==> config.mk <==
export PLATFORM = sky130hd
export DESIGN_NAME = stable_priority_queue
export DESIGN_NICKNAME = d
export VERILOG_FILES = /design/src/rtl/spq_pkg.sv /design/src/rtl/spq_ctrl.sv /design/src/rtl/spq_dp.sv /design/src/rtl/stable_priority_queue.sv
export VERILOG_INCLUDE_DIRS = /design/src /design/src/rtl
export SDC_FILE = /design/constraint.sdc
export NUM_CORES = 2
export LEC_CHECK = 0
export ABC_AREA = 1
export BUFFER_PORTS_ARGS = -buffer_cell sky130_fd_sc_hd__buf_4
export CAP_MARGIN = 20
export CELL_PAD_IN_SITES_DETAIL_PLACEMENT = 1
export CELL_PAD_IN_SITES_GLOBAL_PLACEMENT = 1
export CORE_MARGIN = 2
export CORE_UTILIZATION = 44
export DETAILED_ROUTE_END_ITERATION = 6
export GPL_ROUTABILITY_DRIVEN = 0
export PLACE_DENSITY = 0.81
export SLEW_MARGIN = 20
export SYNTH_ARGS = -nofsm -noshare
export SYNTH_HDL_FRONTEND = slang
export SYNTH_SLANG_ARGS = --single-unit
==> constraint.sdc <==
create_clock -name i_clk -period 4.57 [get_ports i_clk]
set_input_delay 0 -clock i_clk [delete_from_list [all_inputs] [get_ports i_clk]]
set_output_delay 0 -clock i_clk [all_outputs]
set_load 0.005 [all_outputs]
==> src/rtl/stable_priority_queue_defines.svh <==
// ----------------------------------------------------------------------------
// Stable priority queue assertion macros
// Concurrent assertion wrappers that compile away when SYNTH is defined.
// ----------------------------------------------------------------------------
`ifndef STABLE_PRIORITY_QUEUE_DEFINES_SVH
`define STABLE_PRIORITY_QUEUE_DEFINES_SVH

`ifndef SYNTH
// Checked property, disabled while reset is asserted.
`define SPQ_ASSERT(lbl, clk, rst_n, prop) \
    lbl: assert property (@(posedge clk) disable iff (!rst_n) (prop)) \
        else $error("spq assertion failed");
// Checked property that also holds during reset.
`define SPQ_ASSERT_ALWAYS(lbl, clk, prop) \
    lbl: assert property (@(posedge clk) (prop)) \
        else $error("spq assertion failed");
`else
`define SPQ_ASSERT(lbl, clk, rst_n, prop)
`define SPQ_ASSERT_ALWAYS(lbl, clk, prop)
`endif

`endif

==> src/rtl/spq_pkg.sv <==
// ----------------------------------------------------------------------------
// Stable priority queue package
// Request and result types, operation and status codes, controller states.
// ----------------------------------------------------------------------------
package spq_pkg;

    localparam int OCC_W = 5;

    typedef enum logic [1:0] {
        ST_INSERTED = 2'd0,
        ST_POPPED   = 2'd1,
        ST_EMPTY    = 2'd2,
        ST_FULL     = 2'd3
    } t_status;

    typedef enum logic [1:0] {
        OP_INSERT = 2'd0,
        OP_POP    = 2'd1,
        OP_EMPTY  = 2'd2,
        OP_FULL   = 2'd3
    } t_op;

    typedef enum logic [1:0] {
        S_IDLE,
        S_EXEC,
        S_OUT
    } t_state;

    // Request kinds.
    localparam logic KIND_INSERT = 1'b0;
    localparam logic KIND_POP    = 1'b1;

    typedef struct packed {
        logic        kind;
        logic [15:0] task_id;
        logic [15:0] run_time;
        logic [7:0]  prio;
    } t_in;

    typedef struct packed {
        logic [1:0]       status;
        logic [15:0]      out_id;
        logic [15:0]      out_time;
        logic [7:0]       out_prio;
        logic [OCC_W-1:0] occupancy;
    } t_out;

    typedef struct packed {
        logic [15:0] task_id;
        logic [15:0] run_time;
        logic [7:0]  prio;
    } t_entry;

    // Controller to datapath.
    typedef struct packed {
        logic load;
        logic exec;
        t_op  op;
    } t_dp_cmd;

    // Datapath to controller.
    typedef struct packed {
        logic kind;
        logic empty;
        logic full;
    } t_dp_sts;

endpackage

==> src/rtl/spq_ctrl.sv <==
// ----------------------------------------------------------------------------
// Stable priority queue controller
// Sequences request capture, execution and result hand-off.
// ----------------------------------------------------------------------------
module spq_ctrl
    import spq_pkg::*;
(
    input  logic    i_clk,
    input  logic    i_rst_n,
    input  logic    i_in_valid,
    output logic    o_in_ready,
    output logic    o_out_valid,
    input  logic    i_out_ready,
    input  t_dp_sts i_sts,
    output t_dp_cmd o_cmd
);

    t_state r_state, n_state;
    logic   in_accept;
    logic   out_accept;

    assign in_accept  = i_in_valid && o_in_ready;
    assign out_accept = o_out_valid && i_out_ready;

    // State register.
    always_ff @(posedge i_clk) begin
        if (!i_rst_n) begin
            r_state <= S_IDLE;
        end else begin
            r_state <= n_state;
        end
    end

    // Next state.
    always_comb begin
        n_state = r_state;
        case (r_state)
            S_IDLE: begin
                if (in_accept) n_state = S_EXEC;
            end
            S_EXEC: begin
                n_state = S_OUT;
            end
            S_OUT: begin
                if (out_accept) n_state = in_accept ? S_EXEC : S_IDLE;
            end
            default: begin
                n_state = S_IDLE;
            end
        endcase
    end

    // Outputs and datapath commands.
    always_comb begin
        o_in_ready  = 1'b0;
        o_out_valid = 1'b0;
        o_cmd.exec  = 1'b0;
        o_cmd.op    = OP_INSERT;
        case (r_state)
            S_IDLE: begin
                o_in_ready = 1'b1;
            end
            S_EXEC: begin
                o_cmd.exec = 1'b1;
                if (i_sts.kind == KIND_INSERT) begin
                    o_cmd.op = i_sts.full ? OP_FULL : OP_INSERT;
                end else begin
                    o_cmd.op = i_sts.empty ? OP_EMPTY : OP_POP;
                end
            end
            S_OUT: begin
                o_out_valid = 1'b1;
                o_in_ready  = i_out_ready;
            end
            default: begin
                o_in_ready = 1'b0;
            end
        endcase
        o_cmd.load = i_in_valid && o_in_ready;
    end

endmodule

==> src/rtl/spq_dp.sv <==
// ----------------------------------------------------------------------------
// Stable priority queue datapath
// Sorted shift line of entries; every cell compares against the new request
// in parallel, so an insert or a pop updates the whole line together.
// ----------------------------------------------------------------------------
`include "stable_priority_queue_defines.svh"

module spq_dp
    import spq_pkg::*;
#(
    parameter int CAPACITY = 16
) (
    input  logic    i_clk,
    input  logic    i_rst_n,
    input  t_in     i_req,
    input  t_dp_cmd i_cmd,
    output t_dp_sts o_sts,
    output t_out    o_res
);

    localparam int CW = $clog2(CAPACITY + 1);

    t_in              r_req;
    t_out             r_res, n_res;
    logic [CW-1:0]    r_count, n_count;
    t_entry           r_slots [CAPACITY];
    t_entry           n_slots [CAPACITY];
    t_entry           cell_ins [CAPACITY];
    t_entry           cell_pop [CAPACITY];
    logic [CAPACITY-1:0] at_or_after;
    t_entry           new_e;
    logic [CW+OCC_W-1:0] occ_ext;
    logic             exec_pop;
    logic             exec_reject;
    logic             head_in_order;

    assign new_e.task_id  = r_req.task_id;
    assign new_e.run_time = r_req.run_time;
    assign new_e.prio     = r_req.prio;

    // Status for the controller.
    assign o_sts.kind  = r_req.kind;
    assign o_sts.empty = (r_count == '0);
    assign o_sts.full  = (r_count == CW'(CAPACITY));
    assign o_res       = r_res;

    // Per-cell insert and pop candidates.
    for (genvar g = 0; g < CAPACITY; g++) begin : g_cell
        // Cell lies at or behind the insert point: empty or holds a larger number.
        assign at_or_after[g] = (CW'(g) >= r_count) || (r_slots[g].prio > new_e.prio);
        if (g == 0) begin : g_head
            assign cell_ins[g] = at_or_after[g] ? new_e : r_slots[g];
        end else begin : g_body
            assign cell_ins[g] = !at_or_after[g]     ? r_slots[g] :
                                 !at_or_after[g - 1] ? new_e      : r_slots[g - 1];
        end
        if (g < CAPACITY - 1) begin : g_shift
            assign cell_pop[g] = r_slots[g + 1];
        end else begin : g_tail
            assign cell_pop[g] = r_slots[g];
        end
    end

    // Next slot contents.
    always_comb begin
        n_slots = r_slots;
        if (i_cmd.exec) begin
            case (i_cmd.op)
                OP_INSERT: n_slots = cell_ins;
                OP_POP:    n_slots = cell_pop;
                default:   n_slots = r_slots;
            endcase
        end
    end

    // Next count.
    always_comb begin
        n_count = r_count;
        if (i_cmd.exec) begin
            case (i_cmd.op)
                OP_INSERT: n_count = r_count + 1'b1;
                OP_POP:    n_count = r_count - 1'b1;
                default:   n_count = r_count;
            endcase
        end
    end

    assign occ_ext = {{OCC_W{1'b0}}, n_count};

    // Next result.
    always_comb begin
        n_res = r_res;
        if (i_cmd.exec) begin
            n_res.out_id    = '0;
            n_res.out_time  = '0;
            n_res.out_prio  = '0;
            n_res.occupancy = occ_ext[OCC_W-1:0];
            case (i_cmd.op)
                OP_INSERT: n_res.status = ST_INSERTED;
                OP_POP: begin
                    n_res.status   = ST_POPPED;
                    n_res.out_id   = r_slots[0].task_id;
                    n_res.out_time = r_slots[0].run_time;
                    n_res.out_prio = r_slots[0].prio;
                end
                OP_EMPTY:  n_res.status = ST_EMPTY;
                default:   n_res.status = ST_FULL;
            endcase
        end
    end

    // Control state.
    always_ff @(posedge i_clk) begin
        if (!i_rst_n) begin
            r_count <= '0;
        end else begin
            r_count <= n_count;
        end
    end

    // Payload registers.
    always_ff @(posedge i_clk) begin
        if (i_cmd.load) r_req <= i_req;
        r_res   <= n_res;
        r_slots <= n_slots;
    end

    // Terms used by the checks below.
    assign exec_pop      = i_cmd.exec && (i_cmd.op == OP_POP);
    assign exec_reject   = i_cmd.exec && (i_cmd.op == OP_FULL || i_cmd.op == OP_EMPTY);
    assign head_in_order = (r_slots[0].prio <= r_slots[1].prio);

    // The count never passes the capacity.
    `SPQ_ASSERT(a_count_bound, i_clk, i_rst_n, r_count <= CW'(CAPACITY))
    // A pop removes exactly one entry.
    `SPQ_ASSERT(a_pop_dec, i_clk, i_rst_n, exec_pop |=> (r_count == CW'($past(r_count) - 1'b1)))
    // A dropped insert or an empty pop leaves the count alone.
    `SPQ_ASSERT(a_reject_hold, i_clk, i_rst_n, exec_reject |=> $stable(r_count))
    // The head never has a larger number than the entry behind it.
    `SPQ_ASSERT(a_head_sorted, i_clk, i_rst_n, (r_count >= CW'(2)) |-> head_in_order)

endmodule

==> src/rtl/stable_priority_queue.sv <==
// ----------------------------------------------------------------------------
// Stable priority queue
// Flow: an accepted request is captured, then executed in the execute state;
// its result is then held valid in the output state until it is taken.
// Issue: no new request is taken until the previous result leaves; a new
// request can be taken in the same cycle as the previous result leaves.
// Reset: synchronous, active low; the queue comes out of reset empty.
// ----------------------------------------------------------------------------
module stable_priority_queue
    import spq_pkg::*;
#(
    parameter int CAPACITY = 16
) (
    input  logic i_clk,
    input  logic i_rst_n,
    input  logic i_in_valid,
    output logic o_in_ready,
    input  t_in  i_in_data,
    output logic o_out_valid,
    input  logic i_out_ready,
    output t_out o_out_data
);

    t_dp_cmd cmd;
    t_dp_sts sts;

    // Sequencer.
    spq_ctrl u_ctrl (
        .i_clk       (i_clk),
        .i_rst_n     (i_rst_n),
        .i_in_valid  (i_in_valid),
        .o_in_ready  (o_in_ready),
        .o_out_valid (o_out_valid),
        .i_out_ready (i_out_ready),
        .i_sts       (sts),
        .o_cmd       (cmd)
    );

    // Sorted entry store.
    spq_dp #(
        .CAPACITY (CAPACITY)
    ) u_dp (
        .i_clk   (i_clk),
        .i_rst_n (i_rst_n),
        .i_req   (i_in_data),
        .i_cmd   (cmd),
        .o_sts   (sts),
        .o_res   (o_out_data)
    );

endmodule
==> metrics.txt <==
outcome completed; Max Fclk roughly 270 MHz; residual DRC count 0; Synth Register Bits roughly 740; Die Height around 320 um; startpoint types flip-flop; # fillers between 10k and 15k; largest net degree at the start of global routing approximately 250; hpwl dp between 80000 and 90000 um; Crit. End Element flip-flop; first-pass GRT wire length around 200000 um; DR iter-0 viols 2768; Max Cap Viol 0; crit-path cells inv_1 > ha_1 > inv_1 > nor2_1 > nand2_2 > nand2_1 > nand2_1 > nand2_2 > inv_1 > o21ai_0 > clkinv_1 > buf_12; clock latency on the worst-skew pair 0.67 ns; Nets 5524; total CTS buffers 86; crit-path max cell delay ~0.67 ns; Synth Warn # 0; number of global-route vias before repair 37.0k; Die ar. 99800 um^2; Synth Instances roughly 5.4k; critical path's most frequent cell inv_1; Post-Syn Area approximately 43000 um^2; Least-Margin Pin Slew 1.14 ns; layout cell share with drive strength beyond 1 0.0597; Hold EP u_dp.new_e[29]; Final Max Slew Viols 0; DR vias about 35k; H-Tree Level Count 3; Via density approximately 5.3; area leader, netlist edfxtp_1; Area contributors post-synth edfxtp_1 51%, nand2_1 17%, nand3_1 14%; Hold Path Class in -> reg; reg-to-reg slack, setup roughly 0.84 ns; drt wl/cell around 19 um; fin crit period approximately 3.7 ns; Yosys cell types 31; RR Endpoint u_dp.r_slots[631]; crit path DAT around 4.1 ns; fin crit share 0.817; crit-path leading delay family buffers and inverters; Final Skew 0.0328 ns; HP Start i_in_data[29]; Hold Vio Cnt, Final 0; Register Area 22000 um^2; worst flop-to-flop path startpoint u_dp.r_count[1]; worst setup path category reg -> reg; register clock-pin slew on the reported worst setup and hold paths approximately 0.06 ns; Hold Path Stages 2; Static Leakage approximately 22 nW; RSZ-0062 raised after global routing false; I/O pins 94; VDD IR max about 0.26 mV; post-synthesis sequential area ratio 0.514; post-route ant nets 0; Worst Path Required ~5 ns; Power Density between 300 and 400 nW/um^2; relative slew slack 0.242; Crit path depth 12; initial antenna violation count 0; Core Rows ~110; area of the multi-input gates 16600 um^2; CTS Root Cell clkbuf_16; Area Overhead vs Synth 10.9%; drt first pass iters 5; diodes inserted 0; worst-path fanout max 22; Post-synth EDFFs roughly 730; Final Util 0.492; final WL 125000 um; Synth Net Count between 5k and 6k; clk sinks about 740; Worst R2R Path Depth 12; Starting Density 0.443; die width between 300 and 400 um; Post-synth ARST share 0; top_reg_cell synth edfxtp_1; grt ovf 0; Total Neg Setup Slack 0 ns; PortBufs 93; CTS Buffer Depth 3; GRT Util Overall 0.249; core footprint ~97000 um^2; post-synth top area share 0.511; synthesized area per cell between 7 and 8 um^2; slowest stage cell, crit path clkinv_1; CTS tree yes; Critical path buffers and inverters 5; Final setup viols 0
==> logic make-up after synthesis <==
| kind of cell | count (synthesis) | synth area share |
|---|---|---|
| buffers and inverters | 1070 | 0.100 |
| XOR/XNOR | 7 | 0.00143 |
| flip-flops | 735 | 0.514 |
| AO/OA/AOI/OAI | 169 | 0.0214 |
| adder cells (fa/ha/maj) | 133 | 0.0389 |
| AND/OR/NAND/NOR | 3285 | 0.324 |
==> sequential cells by signal (all words and copies together) (netlist names) <==
signal,flops
u_dp.o_res,47
u_dp.o_sts,1
u_dp.cell_pop,600
u_dp.r_slots,40
u_dp.r_count,5
u_dp.new_e,40
u_ctrl.r_state,2
==> synth_stat cells (2+ instances only) <==
master	number
nand2_1	1961
nand3_1	1169
edfxtp_1	728
inv_1	694
clkbuf_1	190
buf_2	151
ha_1	133
nor2_1	126
a21oi_1	79
o21ai_0	60
buf_4	18
nand4_1	16
a21o_1	15
buf_1	9
o21ai_1	8
dfxtp_1	7
xor2_1	7
inv_2	6
nand2_2	5
nor2_2	3
a21oi_2	2
buf_6	2
nor3_1	2
==> area by class of cell <==
class,instances,share of cell area
timing repair buffer,229,0.0423
clock inverter,34,0.00596
sequential,735,0.463
multi-input combinational,3594,0.350
tap,1276,0.0336
inverter,700,0.0555
clock buffer,118,0.0496
==> how the worst max path moves through the flow <==
stage	start	endpoint	slack [ns]
after floorplan	u_ctrl.r_state[0]	u_dp.cell_pop[0]	0.17
after global placement	u_dp.r_count[1]	u_dp.r_slots[621]	1.07
after detailed placement	u_dp.r_count[1]	u_dp.r_slots[627]	0.92
after CTS	u_dp.r_count[1]	u_dp.r_slots[631]	0.88
after global routing	u_dp.r_count[1]	u_dp.r_slots[631]	0.52
final	u_dp.r_count[1]	u_dp.r_slots[631]	0.84
==> per-layer routing <==
| layer | share of wire | track usage | vias to the layer above |
|---|---|---|---|
| li1 | - | - | 17400 |
| met1 | 0.45 | 0.333 | 17100 |
| met2 | 0.48 | 0.426 | 828 |
| met3 | 0.053 | 0.0336 | 151 |
| met4 | 0.018 | 0.0593 | 0 |
| met5 | 0 | 0 | - |
==> layout by cell type, fill, tap and decap left out, types with 15 or more instances in the layout <==
cell and n:
clkinv_1 15, clkbuf_1 26, ha_1 133, inv_1 693
a21o_1 15, nand4_1 16, nand2_1 1960, clkbuf_16 88
nand3_1 1169, buf_4 170, nor2_1 125, dlygate4sd3_1 45
edfxtp_1 728, o21ai_0 60, a21oi_1 78
==> worst register-to-register path, delay by kind of cell, from the launching register on <==
family	cells	cell delay [ns]
DFF	1	0.40
adders and majority gates	1	0.31
and+or+nand+nor	5	0.79
buffers and inverters	5	1.76
AOI/OAI and AO/OA	1	0.21
==> through the flow <==
step           setup WS [ns]  hold WS, ns  std cells  power, mW  area, um^2
3_5_place_dp           0.917        0.180       6489       11.2       44400
5_1_grt                0.521       0.0456       6686       18.6       47500
3_3_place_gp            1.07        0.179       6489       11.1       44400
2_1_floorplan          0.168       0.0989       5399       10.3       42800
6_report               0.837       0.0518       6686       17.9       47500
4_1_cts                0.880       0.0190       6686       18.0       47500
==> report_power, final <==
part,switching [mW],total (mW),internal (mW)
Combinational,2.13,3.00,0.865
Sequential,0.200,8.18,7.98
Clock,2.87,6.69,3.82
==> timing repair <==
| item | 4_1_cts | 5_1_grt |
|---|---|---|
| resized for setup | 0 | 0 |
| hold buffers | 45 | 0 |
| setup buffers | 0 | 0 |
| hold endpoints to repair | 68 | 0 |
Note: power is estimated with default switching activity, not from simulation.
